[src/btpd_pkg.sv]
package btpd_pkg;

  // Default width of the saturating integral sums
  localparam int ACC_BITS_DEF = 32;

  // Fixed-point and drive constants
  localparam int DRIVE_LIMIT = 125;
  localparam int ONE_Q16     = 65536;
  localparam int HALF_Q16    = 32768;
  localparam int Q12_SHIFT   = 12;
  localparam int Q16_SHIFT   = 16;

  // Register reset values
  localparam logic [9:0]  TARGET_DISTANCE_RST = 10'd180;
  localparam logic [15:0] ANGLE_P_GAIN_RST    = 16'd410;
  localparam logic [15:0] ANGLE_D_GAIN_RST    = 16'd819;
  localparam logic [15:0] ANGLE_I_GAIN_RST    = 16'd0;
  localparam logic [15:0] DIST_P_GAIN_RST     = 16'd2458;
  localparam logic [15:0] DIST_D_GAIN_RST     = 16'd2048;
  localparam logic [15:0] DIST_I_GAIN_RST     = 16'd41;
  localparam logic [15:0] SMOOTHING_RST       = 16'd6554;

  // Register indexes (byte address is four times the index)
  localparam logic [2:0] REG_TARGET_DISTANCE = 3'd0;
  localparam logic [2:0] REG_ANGLE_P_GAIN    = 3'd1;
  localparam logic [2:0] REG_ANGLE_D_GAIN    = 3'd2;
  localparam logic [2:0] REG_ANGLE_I_GAIN    = 3'd3;
  localparam logic [2:0] REG_DIST_P_GAIN     = 3'd4;
  localparam logic [2:0] REG_DIST_D_GAIN     = 3'd5;
  localparam logic [2:0] REG_DIST_I_GAIN     = 3'd6;
  localparam logic [2:0] REG_SMOOTHING       = 3'd7;

  // Input word kinds
  localparam logic KIND_SAMPLE = 1'b0;
  localparam logic KIND_CLEAR  = 1'b1;

endpackage

[src/ball_tracking_pid_drive.sv]
// Dual PID differential drive. Each tracking sample (tuser = 0) updates the angle and distance
// loops and yields one word of wheel commands; a clear word (tuser = 1) zeroes both integral
// sums and yields nothing. A tracking sample occupies the block from its acceptance to the next
// possible acceptance: acceptance registers the errors and sums of the word, then
// a sequencer runs twelve products through a single shared 18 x 33 bit signed multiplier
// (P, D and the two halves of I for each loop, then two blend products per running average),
// followed by the average updates and the output register. s_tready stays low during that
// time; a finished result waits in the output register, and the sequencer holds its final
// step if the previous result has not yet been taken.
module ball_tracking_pid_drive #(
  parameter int ACC_BITS = btpd_pkg::ACC_BITS_DEF
) (
  input  logic        clk,
  input  logic        rst,
  // APB configuration port
  input  logic        psel,
  input  logic        penable,
  input  logic        pwrite,
  input  logic [4:0]  paddr,
  input  logic [31:0] pwdata,
  output logic [31:0] prdata,
  output logic        pready,
  // Input stream
  input  logic        s_tvalid,
  output logic        s_tready,
  input  logic [23:0] s_tdata,   // [10:0] ball_offset, [20:11] ball_radius, [23:21] zero
  input  logic        s_tuser,   // [0] kind
  // Output stream
  output logic        m_tvalid,
  input  logic        m_tready,
  output logic [15:0] m_tdata    // [7:0] left_drive, [15:8] right_drive
);
  import btpd_pkg::*;

  localparam int LO_W   = ACC_BITS / 2;
  localparam int HI_W   = ACC_BITS - LO_W;
  localparam int OPA_W  = 18;
  localparam int OPB_W  = 33;
  localparam int PROD_W = OPA_W + OPB_W;
  localparam int ACC_W  = (ACC_BITS + 18 > PROD_W) ? ACC_BITS + 18 : PROD_W;
  localparam int STEP_W = 4;

  // Sequencer steps
  localparam logic [STEP_W-1:0] ST_MUL_AP   = 4'd0;
  localparam logic [STEP_W-1:0] ST_MUL_AD   = 4'd1;
  localparam logic [STEP_W-1:0] ST_MUL_AIL  = 4'd2;
  localparam logic [STEP_W-1:0] ST_MUL_AIH  = 4'd3;
  localparam logic [STEP_W-1:0] ST_MUL_DP   = 4'd4;
  localparam logic [STEP_W-1:0] ST_MUL_DD   = 4'd5;
  localparam logic [STEP_W-1:0] ST_MUL_DIL  = 4'd6;
  localparam logic [STEP_W-1:0] ST_MUL_DIH  = 4'd7;
  localparam logic [STEP_W-1:0] ST_MUL_AOLD = 4'd8;
  localparam logic [STEP_W-1:0] ST_MUL_ANEW = 4'd9;
  localparam logic [STEP_W-1:0] ST_MUL_DOLD = 4'd10;
  localparam logic [STEP_W-1:0] ST_MUL_DNEW = 4'd11;
  localparam logic [STEP_W-1:0] ST_ADD_DNEW = 4'd12;
  localparam logic [STEP_W-1:0] ST_DIST_AVG = 4'd13;
  localparam logic [STEP_W-1:0] ST_OUT      = 4'd14;

  localparam logic signed [ACC_W-1:0] MAX32 = ACC_W'(33'sh0_7FFF_FFFF);
  localparam logic signed [ACC_W-1:0] MIN32 = ACC_W'(33'sh1_8000_0000);
  localparam logic signed [ACC_W-1:0] HALF  = ACC_W'(HALF_Q16);

  // Configuration registers
  logic        [9:0]  target_distance;
  logic signed [15:0] angle_p_gain, angle_d_gain, angle_i_gain;
  logic signed [15:0] dist_p_gain, dist_d_gain, dist_i_gain;
  logic        [15:0] smoothing;

  // Loop state
  logic signed [11:0]         prev_angle_err, prev_dist_err;
  logic signed [ACC_BITS-1:0] angle_err_sum, dist_err_sum;
  logic signed [31:0]         angle_avg, dist_avg;

  // Per-sample working registers
  logic signed [11:0]      angle_err, dist_err;
  logic signed [12:0]      angle_diff, dist_diff;
  logic signed [31:0]      angle_pid, dist_pid;
  logic signed [PROD_W-1:0] prod;
  logic signed [ACC_W-1:0]  acc;
  logic                    busy;
  logic [STEP_W-1:0]       step;

  logic signed [11:0]         in_angle_err, in_dist_err;
  logic signed [ACC_BITS-1:0] angle_sum_next, dist_sum_next;
  logic signed [OPA_W-1:0]    op_a;
  logic signed [OPB_W-1:0]    op_b;
  logic signed [PROD_W-1:0]   mul_res;
  logic signed [ACC_W-1:0]    prod_ext, prod_sh, blend_sh;
  logic signed [31:0]         acc_sat, blend_sat;
  logic [16:0]                one_minus_a;
  logic signed [HI_W-1:0]     angle_hi, dist_hi;
  logic [LO_W-1:0]            angle_lo, dist_lo;
  logic signed [7:0]          left_next, right_next;
  logic                       cfg_wr, s_acc, out_free;

  function automatic logic signed [ACC_BITS-1:0] sum_add(
    input logic signed [ACC_BITS-1:0] s,
    input logic signed [11:0]         e
  );
    logic signed [ACC_BITS:0] t;
    t = (ACC_BITS+1)'(s) + (ACC_BITS+1)'(e);
    if (t[ACC_BITS] != t[ACC_BITS-1]) begin
      sum_add = {t[ACC_BITS], {(ACC_BITS-1){~t[ACC_BITS]}}};
    end else begin
      sum_add = t[ACC_BITS-1:0];
    end
  endfunction

  function automatic logic signed [31:0] sat32(input logic signed [ACC_W-1:0] v);
    if (v > MAX32) begin
      sat32 = MAX32[31:0];
    end else if (v < MIN32) begin
      sat32 = MIN32[31:0];
    end else begin
      sat32 = v[31:0];
    end
  endfunction

  // Truncate a Q.12 value toward zero, then clamp to the drive range
  function automatic logic signed [7:0] drive(input logic signed [32:0] x);
    logic signed [32:0] q;
    q = (x + (x[32] ? 33'sd4095 : 33'sd0)) >>> Q12_SHIFT;
    if (q > 33'(DRIVE_LIMIT)) begin
      drive = 8'(DRIVE_LIMIT);
    end else if (q < -33'(DRIVE_LIMIT)) begin
      drive = -8'(DRIVE_LIMIT);
    end else begin
      drive = q[7:0];
    end
  endfunction

  assign pready   = 1'b1;
  assign cfg_wr   = psel && penable && pwrite;
  assign s_tready = !busy;
  assign s_acc    = s_tvalid && s_tready;
  assign out_free = !m_tvalid || m_tready;

  // Register readback
  always_comb begin
    unique case (paddr[4:2])
      REG_TARGET_DISTANCE: prdata = {22'd0, target_distance};
      REG_ANGLE_P_GAIN:    prdata = {16'd0, angle_p_gain};
      REG_ANGLE_D_GAIN:    prdata = {16'd0, angle_d_gain};
      REG_ANGLE_I_GAIN:    prdata = {16'd0, angle_i_gain};
      REG_DIST_P_GAIN:     prdata = {16'd0, dist_p_gain};
      REG_DIST_D_GAIN:     prdata = {16'd0, dist_d_gain};
      REG_DIST_I_GAIN:     prdata = {16'd0, dist_i_gain};
      REG_SMOOTHING:       prdata = {16'd0, smoothing};
      default:             prdata = 32'd0;
    endcase
  end

  // Register writes
  always_ff @(posedge clk) begin
    if (rst) begin
      target_distance <= TARGET_DISTANCE_RST;
      angle_p_gain    <= ANGLE_P_GAIN_RST;
      angle_d_gain    <= ANGLE_D_GAIN_RST;
      angle_i_gain    <= ANGLE_I_GAIN_RST;
      dist_p_gain     <= DIST_P_GAIN_RST;
      dist_d_gain     <= DIST_D_GAIN_RST;
      dist_i_gain     <= DIST_I_GAIN_RST;
      smoothing       <= SMOOTHING_RST;
    end else if (cfg_wr) begin
      unique case (paddr[4:2])
        REG_TARGET_DISTANCE: target_distance <= pwdata[9:0];
        REG_ANGLE_P_GAIN:    angle_p_gain    <= pwdata[15:0];
        REG_ANGLE_D_GAIN:    angle_d_gain    <= pwdata[15:0];
        REG_ANGLE_I_GAIN:    angle_i_gain    <= pwdata[15:0];
        REG_DIST_P_GAIN:     dist_p_gain     <= pwdata[15:0];
        REG_DIST_D_GAIN:     dist_d_gain     <= pwdata[15:0];
        REG_DIST_I_GAIN:     dist_i_gain     <= pwdata[15:0];
        REG_SMOOTHING:       smoothing       <= pwdata[15:0];
        default: ;
      endcase
    end
  end

  // Errors and saturated sums of the incoming word
  assign in_angle_err   = 12'(signed'(s_tdata[10:0]));
  assign in_dist_err    = signed'({2'b00, target_distance}) - signed'({2'b00, s_tdata[20:11]});
  assign angle_sum_next = sum_add(angle_err_sum, in_angle_err);
  assign dist_sum_next  = sum_add(dist_err_sum, in_dist_err);

  // Split the sums so each half fits the multiplier
  assign angle_lo    = angle_err_sum[LO_W-1:0];
  assign angle_hi    = angle_err_sum[ACC_BITS-1:LO_W];
  assign dist_lo     = dist_err_sum[LO_W-1:0];
  assign dist_hi     = dist_err_sum[ACC_BITS-1:LO_W];
  assign one_minus_a = 17'(ONE_Q16) - {1'b0, smoothing};

  // Select multiplier operands for the current step
  always_comb begin
    unique case (step)
      ST_MUL_AP: begin
        op_a = OPA_W'(angle_p_gain);
        op_b = OPB_W'(angle_err);
      end
      ST_MUL_AD: begin
        op_a = OPA_W'(angle_d_gain);
        op_b = OPB_W'(angle_diff);
      end
      ST_MUL_AIL: begin
        op_a = OPA_W'(angle_i_gain);
        op_b = OPB_W'(signed'({1'b0, angle_lo}));
      end
      ST_MUL_AIH: begin
        op_a = OPA_W'(angle_i_gain);
        op_b = OPB_W'(angle_hi);
      end
      ST_MUL_DP: begin
        op_a = OPA_W'(dist_p_gain);
        op_b = OPB_W'(dist_err);
      end
      ST_MUL_DD: begin
        op_a = OPA_W'(dist_d_gain);
        op_b = OPB_W'(dist_diff);
      end
      ST_MUL_DIL: begin
        op_a = OPA_W'(dist_i_gain);
        op_b = OPB_W'(signed'({1'b0, dist_lo}));
      end
      ST_MUL_DIH: begin
        op_a = OPA_W'(dist_i_gain);
        op_b = OPB_W'(dist_hi);
      end
      ST_MUL_AOLD: begin
        op_a = signed'({1'b0, one_minus_a});
        op_b = OPB_W'(angle_avg);
      end
      ST_MUL_ANEW: begin
        op_a = signed'({2'b00, smoothing});
        op_b = OPB_W'(angle_pid);
      end
      ST_MUL_DOLD: begin
        op_a = signed'({1'b0, one_minus_a});
        op_b = OPB_W'(dist_avg);
      end
      ST_MUL_DNEW: begin
        op_a = signed'({2'b00, smoothing});
        op_b = OPB_W'(dist_pid);
      end
      default: begin
        op_a = '0;
        op_b = '0;
      end
    endcase
  end

  assign mul_res    = op_a * op_b;
  assign prod_ext   = ACC_W'(prod);
  assign prod_sh    = prod_ext <<< LO_W;
  assign acc_sat    = sat32(acc);
  assign blend_sh   = acc >>> Q16_SHIFT;
  assign blend_sat  = sat32(blend_sh);
  assign left_next  = drive(33'(dist_avg) + 33'(angle_avg));
  assign right_next = drive(33'(dist_avg) - 33'(angle_avg));

  // Shared multiplier, registered product
  always_ff @(posedge clk) begin
    prod <= mul_res;
  end

  // Accumulate products and capture loop results
  always_ff @(posedge clk) begin
    if (busy) begin
      unique case (step)
        ST_MUL_AD, ST_MUL_DD: acc <= prod_ext;
        ST_MUL_AIL, ST_MUL_AIH, ST_MUL_DIL, ST_MUL_DIH, ST_ADD_DNEW: begin
          acc <= acc + prod_ext;
        end
        ST_MUL_DP: begin
          acc <= acc + prod_sh;
        end
        ST_MUL_AOLD: begin
          acc <= acc + prod_sh;
        end
        // Start a running average blend with the rounding half
        ST_MUL_ANEW, ST_MUL_DNEW: begin
          acc <= prod_ext + HALF;
        end
        ST_MUL_DOLD: begin
          acc <= acc + prod_ext;
        end
        default: ;
      endcase
      // Capture apid once its sum is complete at DD, dpid at ANEW
      if (step == ST_MUL_DD) begin
        angle_pid <= acc_sat;
      end
      if (step == ST_MUL_ANEW) begin
        dist_pid <= acc_sat;
      end
    end
  end

  // Sequencer, loop state and output register
  always_ff @(posedge clk) begin
    if (rst) begin
      busy           <= 1'b0;
      step           <= ST_MUL_AP;
      m_tvalid       <= 1'b0;
      prev_angle_err <= '0;
      prev_dist_err  <= '0;
      angle_err_sum  <= '0;
      dist_err_sum   <= '0;
      angle_avg      <= '0;
      dist_avg       <= '0;
    end else begin
      if (m_tvalid && m_tready && !(busy && step == ST_OUT)) begin
        m_tvalid <= 1'b0;
      end
      if (s_acc) begin
        if (s_tuser == KIND_CLEAR) begin
          angle_err_sum <= '0;
          dist_err_sum  <= '0;
        end else begin
          angle_err_sum  <= angle_sum_next;
          dist_err_sum   <= dist_sum_next;
          prev_angle_err <= in_angle_err;
          prev_dist_err  <= in_dist_err;
          busy           <= 1'b1;
          step           <= ST_MUL_AP;
        end
      end else if (busy) begin
        priority if (step == ST_OUT) begin
          // Hold here until the output register is free
          if (out_free) begin
            m_tvalid <= 1'b1;
            busy     <= 1'b0;
            step     <= ST_MUL_AP;
          end
        end else begin
          step <= step + 1'b1;
        end
        // The angle blend is complete in acc while the DNEW product is formed
        if (step == ST_MUL_DNEW) begin
          angle_avg <= blend_sat;
        end
        if (step == ST_DIST_AVG) begin
          dist_avg <= blend_sat;
        end
      end
    end
  end

  // Working copies of errors and differences for the sequencer
  always_ff @(posedge clk) begin
    if (s_acc && s_tuser == KIND_SAMPLE) begin
      angle_err  <= in_angle_err;
      dist_err   <= in_dist_err;
      angle_diff <= 13'(in_angle_err) - 13'(prev_angle_err);
      dist_diff  <= 13'(in_dist_err) - 13'(prev_dist_err);
    end
  end

  // Output word
  always_ff @(posedge clk) begin
    if (busy && step == ST_OUT && out_free) begin
      m_tdata <= {right_next, left_next};
    end
  end

  // A tracking sample starts the sequencer at its first step
  a_start: assert property (@(posedge clk) disable iff (rst)
    s_tvalid && s_tready && s_tuser == KIND_SAMPLE |=> busy && step == ST_MUL_AP)
    else $error("sequencer did not start on a tracking sample");

  // The step counter never runs past the output step
  a_step_range: assert property (@(posedge clk) disable iff (rst)
    busy |-> step <= ST_OUT)
    else $error("sequencer step out of range");

  // A new result only appears from the output step
  a_out_src: assert property (@(posedge clk) disable iff (rst)
    $rose(m_tvalid) |-> $past(busy && step == ST_OUT))
    else $error("result word raised outside the output step");

  // A clear word zeroes both integral sums
  a_clear: assert property (@(posedge clk) disable iff (rst)
    s_tvalid && s_tready && s_tuser == KIND_CLEAR |=> angle_err_sum == '0 && dist_err_sum == '0)
    else $error("integral sums not cleared");

endmodule

[config.mk]
export PLATFORM = sky130hd
export DESIGN_NAME = ball_tracking_pid_drive
export DESIGN_NICKNAME = d
export VERILOG_FILES = /design/src/btpd_pkg.sv /design/src/ball_tracking_pid_drive.sv
export SDC_FILE = /design/constraint.sdc
export NUM_CORES = 2
export LEC_CHECK = 0
export BUFFER_PORTS_ARGS = -buffer_cell sky130_fd_sc_hd__buf_2
export CORE_MARGIN = 3
export CORE_UTILIZATION = 60
export DETAILED_ROUTE_END_ITERATION = 8
export GPL_TIMING_DRIVEN = 0
export HOLD_SLACK_MARGIN = 0.05
export PLACE_DENSITY = 0.77
export SETUP_SLACK_MARGIN = 0.4
export SLEW_MARGIN = 25
export SYNTH_ARGS = -nofsm -noshare
export SYNTH_HDL_FRONTEND = slang
export SYNTH_SLANG_ARGS = --single-unit
[constraint.sdc]
create_clock -name clk -period 15.8 [get_ports clk]
set_input_delay 2.37 -clock clk [delete_from_list [all_inputs] [get_ports clk]]
set_output_delay 2.37 -clock clk [all_outputs]
set_load 0.01 [all_outputs]
==> out/metrics.yaml <==
highest_ir_drop_seen_on_vdd_v: 0.000368
area_delta_synth_final_pct: 7.65
synth_top_area_share: 0.207
grt_setup_unrepaired: "no"
critical_path.max_stage_delay_ns: 0.80
final_layout_size_suffix_gt1_frac: 0.0535
htreeDepth: 2
ys_seq_area_frac: 0.217
crit_path_most_repeated_cell: "sky130_fd_sc_hd__fa_1"
ys_dominant_reg_cell: "sky130_fd_sc_hd__dfxtp_1"
coreArea_um2: 90400
route.detailed.vias_per_inst: 6.37
wirelength_um: 187000
critPathRequiredTime_ns: 16.31
floorplan.initialDensity: 0.607
cts-buffers-inserted: 58
final_sum_of_negative_setup_slack_ns: 0
gpl.final_weighted_congestion: 1.04
cts_root_buffer: "sky130_fd_sc_hd__clkbuf_16"
worstMarginPinSlew_ns: 1.21
post_syn_area_per_cell_um2: 8.47
drt_first_iter_violations: 5835
slew_headroom: 0.190
numPlacedInstances: 7758
critical_path.slowest_cell: "sky130_fd_sc_hd__a221oi_2"
tritoncts: "yes"
grt_start_max_net_pins: 32
main_combinational_cell_family_by_area_after_synthesis: "adder cells"
post_synth_xor_area_fraction: 0.0457
insertion_delay_ns: 0.65
run_status: "completed"
synth-seq-cells: 506
num_vias: 50100
synthSimpleGateAreaFrac: 0.168
p_leak_nw: 26.7
drv_cap: 0
drc: 0
critPathKind: "flop to flop"
std_cell_rows: 110
yosysWarnings: 0
initial_antenna_violation_count: 2
route.antenna.remaining_nets: 0
die_width_um: 309
clkSlewWorstSetupHoldPaths_ns: 0.07
detailedRoute.firstPassIterationCount: 9
ctsHoldBuffers: 0
slew_viol_final: 0
grt_first_pass_wirelength_um: 285000
fp.dieArea_um2: 95200
total_setup_violations_reported_at_the_end_of_the_flow: 0
power_density_nw_per_um2: 172
clock-sinks: 506
netlist_top_cells_area: "sky130_fd_sc_hd__fa_1 21%, sky130_fd_sc_hd__dfxtp_1 12%, sky130_fd_sc_hd__edfxtp_1 9.7%, sky130_fd_sc_hd__ha_1 8.9%, sky130_fd_sc_hd__nand2_1 5.7%"
grt.overflow.total: 0
design.final.nets: 7668
timing.final.crit_period_ns: 12.40
max_freq_mhz: 80.6
synthCells: 6482
count_of_flip_flops_with_a_built_in_enable_after_synthesis: 177
hold_path_class: "flop to flop"
vias_in_the_first_global_route: 48700
synthesis.area_um2: 54900
resized_gates_after_cts: 0
worst_ep_arrival_time_ns: 12.91
combined_global_route_utilization_of_all_metal_layers: 0.391
finalCritPeriodShare: 0.785
yosysTopAreaCell: "sky130_fd_sc_hd__fa_1"
route.detailed.wl_per_inst_um: 23.7
place.port_buffers: 70
cts_post_setup_buffers_inserted: 0
final_hold_viol_count: 0
synth.area.mux_share: 0.00800
synth-compound-area-share: 0.184
worst_setup_sp_type: "flop"
worstPathMaxFanout: 10
place.detailed.hpwl_um: 151000
finalNonFillerCells: 7868
asyncSetResetFlopFracSynth: 0
die_h_um: 309
clock-skew-final_ns: 0.0240
synth.lib_cells_used.distinct: 116
yosys.area_share.adder: 0.297
ctsLongestPathBuffers: 3
setup.worst_path.end_class: "flop"
design.portCount: 120
-- placed cells by master, fill, tap and decap left out, types with 27 or more instances in the layout --
cell                        count
sky130_fd_sc_hd__nand4_1       42
sky130_fd_sc_hd__o21ai_0      184
sky130_fd_sc_hd__a21o_1       131
sky130_fd_sc_hd__a221oi_1      33
sky130_fd_sc_hd__and2_1        43
sky130_fd_sc_hd__xnor2_1      197
sky130_fd_sc_hd__ha_1         390
sky130_fd_sc_hd__a22o_1        61
sky130_fd_sc_hd__buf_2         87
sky130_fd_sc_hd__nor3_1        72
sky130_fd_sc_hd__o211ai_1      29
sky130_fd_sc_hd__clkbuf_16     60
sky130_fd_sc_hd__nor2b_1       50
sky130_fd_sc_hd__nand2b_1      74
sky130_fd_sc_hd__dfxtp_1      329
sky130_fd_sc_hd__o21bai_1      44
sky130_fd_sc_hd__a22oi_1      151
sky130_fd_sc_hd__a31oi_1       46
sky130_fd_sc_hd__o21a_1        48
sky130_fd_sc_hd__and3_1        59
sky130_fd_sc_hd__nand3_1      110
sky130_fd_sc_hd__nand3b_1      29
sky130_fd_sc_hd__nor4_1        28
sky130_fd_sc_hd__nor2_1       565
sky130_fd_sc_hd__a211oi_1     104
sky130_fd_sc_hd__o31ai_1       33
sky130_fd_sc_hd__inv_1        825
sky130_fd_sc_hd__fa_1         567
sky130_fd_sc_hd__nand2_1      829
sky130_fd_sc_hd__a221o_1       31
sky130_fd_sc_hd__clkbuf_1     273
sky130_fd_sc_hd__a21oi_1      436
sky130_fd_sc_hd__edfxtp_1     177
sky130_fd_sc_hd__xor2_1        88
sky130_fd_sc_hd__or2_2         30
sky130_fd_sc_hd__or3_1         27
-- stage by stage --
stage	util	instance area, µm²	setup slack, ns	hold slack [ns]	power [W]
floorplan	-	55000	6.93	0.436	0.00687
global placement	0.628	56800	3.77	0.443	0.00843
global route	0.654	59100	2.84	0.475	0.0110
finish	0.654	59100	3.40	0.453	0.0102
detailed placement	0.632	57200	3.97	0.446	0.00858
CTS	0.654	59100	3.92	0.454	0.0100
-- sequential cells by signal (all words and copies together), names as in the netlist, 32 cells and up --
name and cells:
dist_avg 32, dist_err_sum 32, prod 51, acc 51, angle_avg 32, dist_pid 32, angle_pid 32, angle_err_sum 32
-- Yosys cell counts (10+ instances only) --
library cell,n
sky130_fd_sc_hd__a221oi_1,36
sky130_fd_sc_hd__a211o_1,14
sky130_fd_sc_hd__a221o_1,31
sky130_fd_sc_hd__a211oi_1,104
sky130_fd_sc_hd__nand2b_1,74
sky130_fd_sc_hd__o221ai_1,13
sky130_fd_sc_hd__o211ai_1,29
sky130_fd_sc_hd__o22ai_1,13
sky130_fd_sc_hd__fa_1,567
sky130_fd_sc_hd__nor2b_1,51
sky130_fd_sc_hd__nand3_1,110
sky130_fd_sc_hd__nand4_1,42
sky130_fd_sc_hd__o2111ai_1,10
sky130_fd_sc_hd__or2_2,30
sky130_fd_sc_hd__o21a_1,48
sky130_fd_sc_hd__xor2_1,88
sky130_fd_sc_hd__nand3b_1,29
sky130_fd_sc_hd__o21ai_1,10
sky130_fd_sc_hd__buf_4,19
sky130_fd_sc_hd__nor3_1,85
sky130_fd_sc_hd__o21ai_0,184
sky130_fd_sc_hd__and4_1,12
sky130_fd_sc_hd__edfxtp_1,177
sky130_fd_sc_hd__nand2_1,829
sky130_fd_sc_hd__o21bai_1,44
sky130_fd_sc_hd__a21o_1,131
sky130_fd_sc_hd__o31ai_1,33
sky130_fd_sc_hd__nor2_1,573
sky130_fd_sc_hd__clkbuf_1,265
sky130_fd_sc_hd__a31oi_1,46
sky130_fd_sc_hd__a21oi_1,439
sky130_fd_sc_hd__or3_1,27
sky130_fd_sc_hd__a22oi_1,151
sky130_fd_sc_hd__mux2i_1,18
sky130_fd_sc_hd__nor4_1,28
sky130_fd_sc_hd__inv_1,825
sky130_fd_sc_hd__dfxtp_1,329
sky130_fd_sc_hd__and2_1,43
sky130_fd_sc_hd__xnor2_1,197
sky130_fd_sc_hd__buf_2,16
sky130_fd_sc_hd__ha_1,390
sky130_fd_sc_hd__a22o_1,61
sky130_fd_sc_hd__and3_1,59
-- per-layer routing --
metal,vias to the layer above,track usage,share of wire
met4,2,0.206,0.063
li1,22300,-,-
met3,642,0.107,0.13
met5,-,0,0.000043
met2,3167,0.592,0.43
met1,24000,0.515,0.38
-- critical path, delay by kind of cell, from the launching register on --
kind / cells / cell delay, ns
adder cells (fa/ha/maj): 7 / 3.20
XOR/XNOR: 1 / 0.22
AND/OR/NAND/NOR: 6 / 2.12
buffers and inverters: 10 / 2.50
AO/OA/AOI/OAI: 13 / 3.89
flip-flops: 1 / 0.31
-- cell families after synthesis --
group / after synthesis
XOR/XNOR: 286
flip-flops: 506
AND/OR/NAND/NOR: 2038
adder cells (fa/ha/maj): 966
buffers and inverters: 1152
multiplexers: 34
other: 2
AO/OA/AOI/OAI: 1498
-- area by class of cell --
| cell class | count | area [µm²] |
|---|---|---|
| diodes | 1 | 2.50 |
| plain buffers | 320 | 1320 |
| clock buffers | 72 | 1590 |
| clock inverters | 37 | 360 |
| fillers | 7714 | 31300 |
| inverters | 832 | 3130 |
| multi-input cells | 4839 | 38800 |
| flip-flops and latches | 506 | 11900 |
| well taps | 1176 | 1470 |
| repair buffers | 85 | 567 |
-- worst paths after layout --
| kind | startpoint | to | cells past startpoint | slack [ns] |
|---|---|---|---|---|
| setup / recovery | step[3] | prod[48] | 37 | 3.40 |
| hold / removal | prev_angle_err[8] | prev_angle_err[8] | 2 | 0.45 |
| setup reg to reg | step[3] | prod[48] | 37 | 3.40 |
| hold reg to reg | prev_angle_err[8] | prev_angle_err[8] | 2 | 0.45 |
-- power by group --
part | internal (W) | leakage, nW | switching [W] | total (W)
Combinational | 0.00285 | 21.4 | 0.00410 | 0.00694
Clock | 0.000787 | 0.959 | 0.000613 | 0.00140
Sequential | 0.00157 | 4.29 | 0.000234 | 0.00181
Total | 0.00521 | 26.7 | 0.00494 | 0.0102
Power figures use the tool's default switching activity.
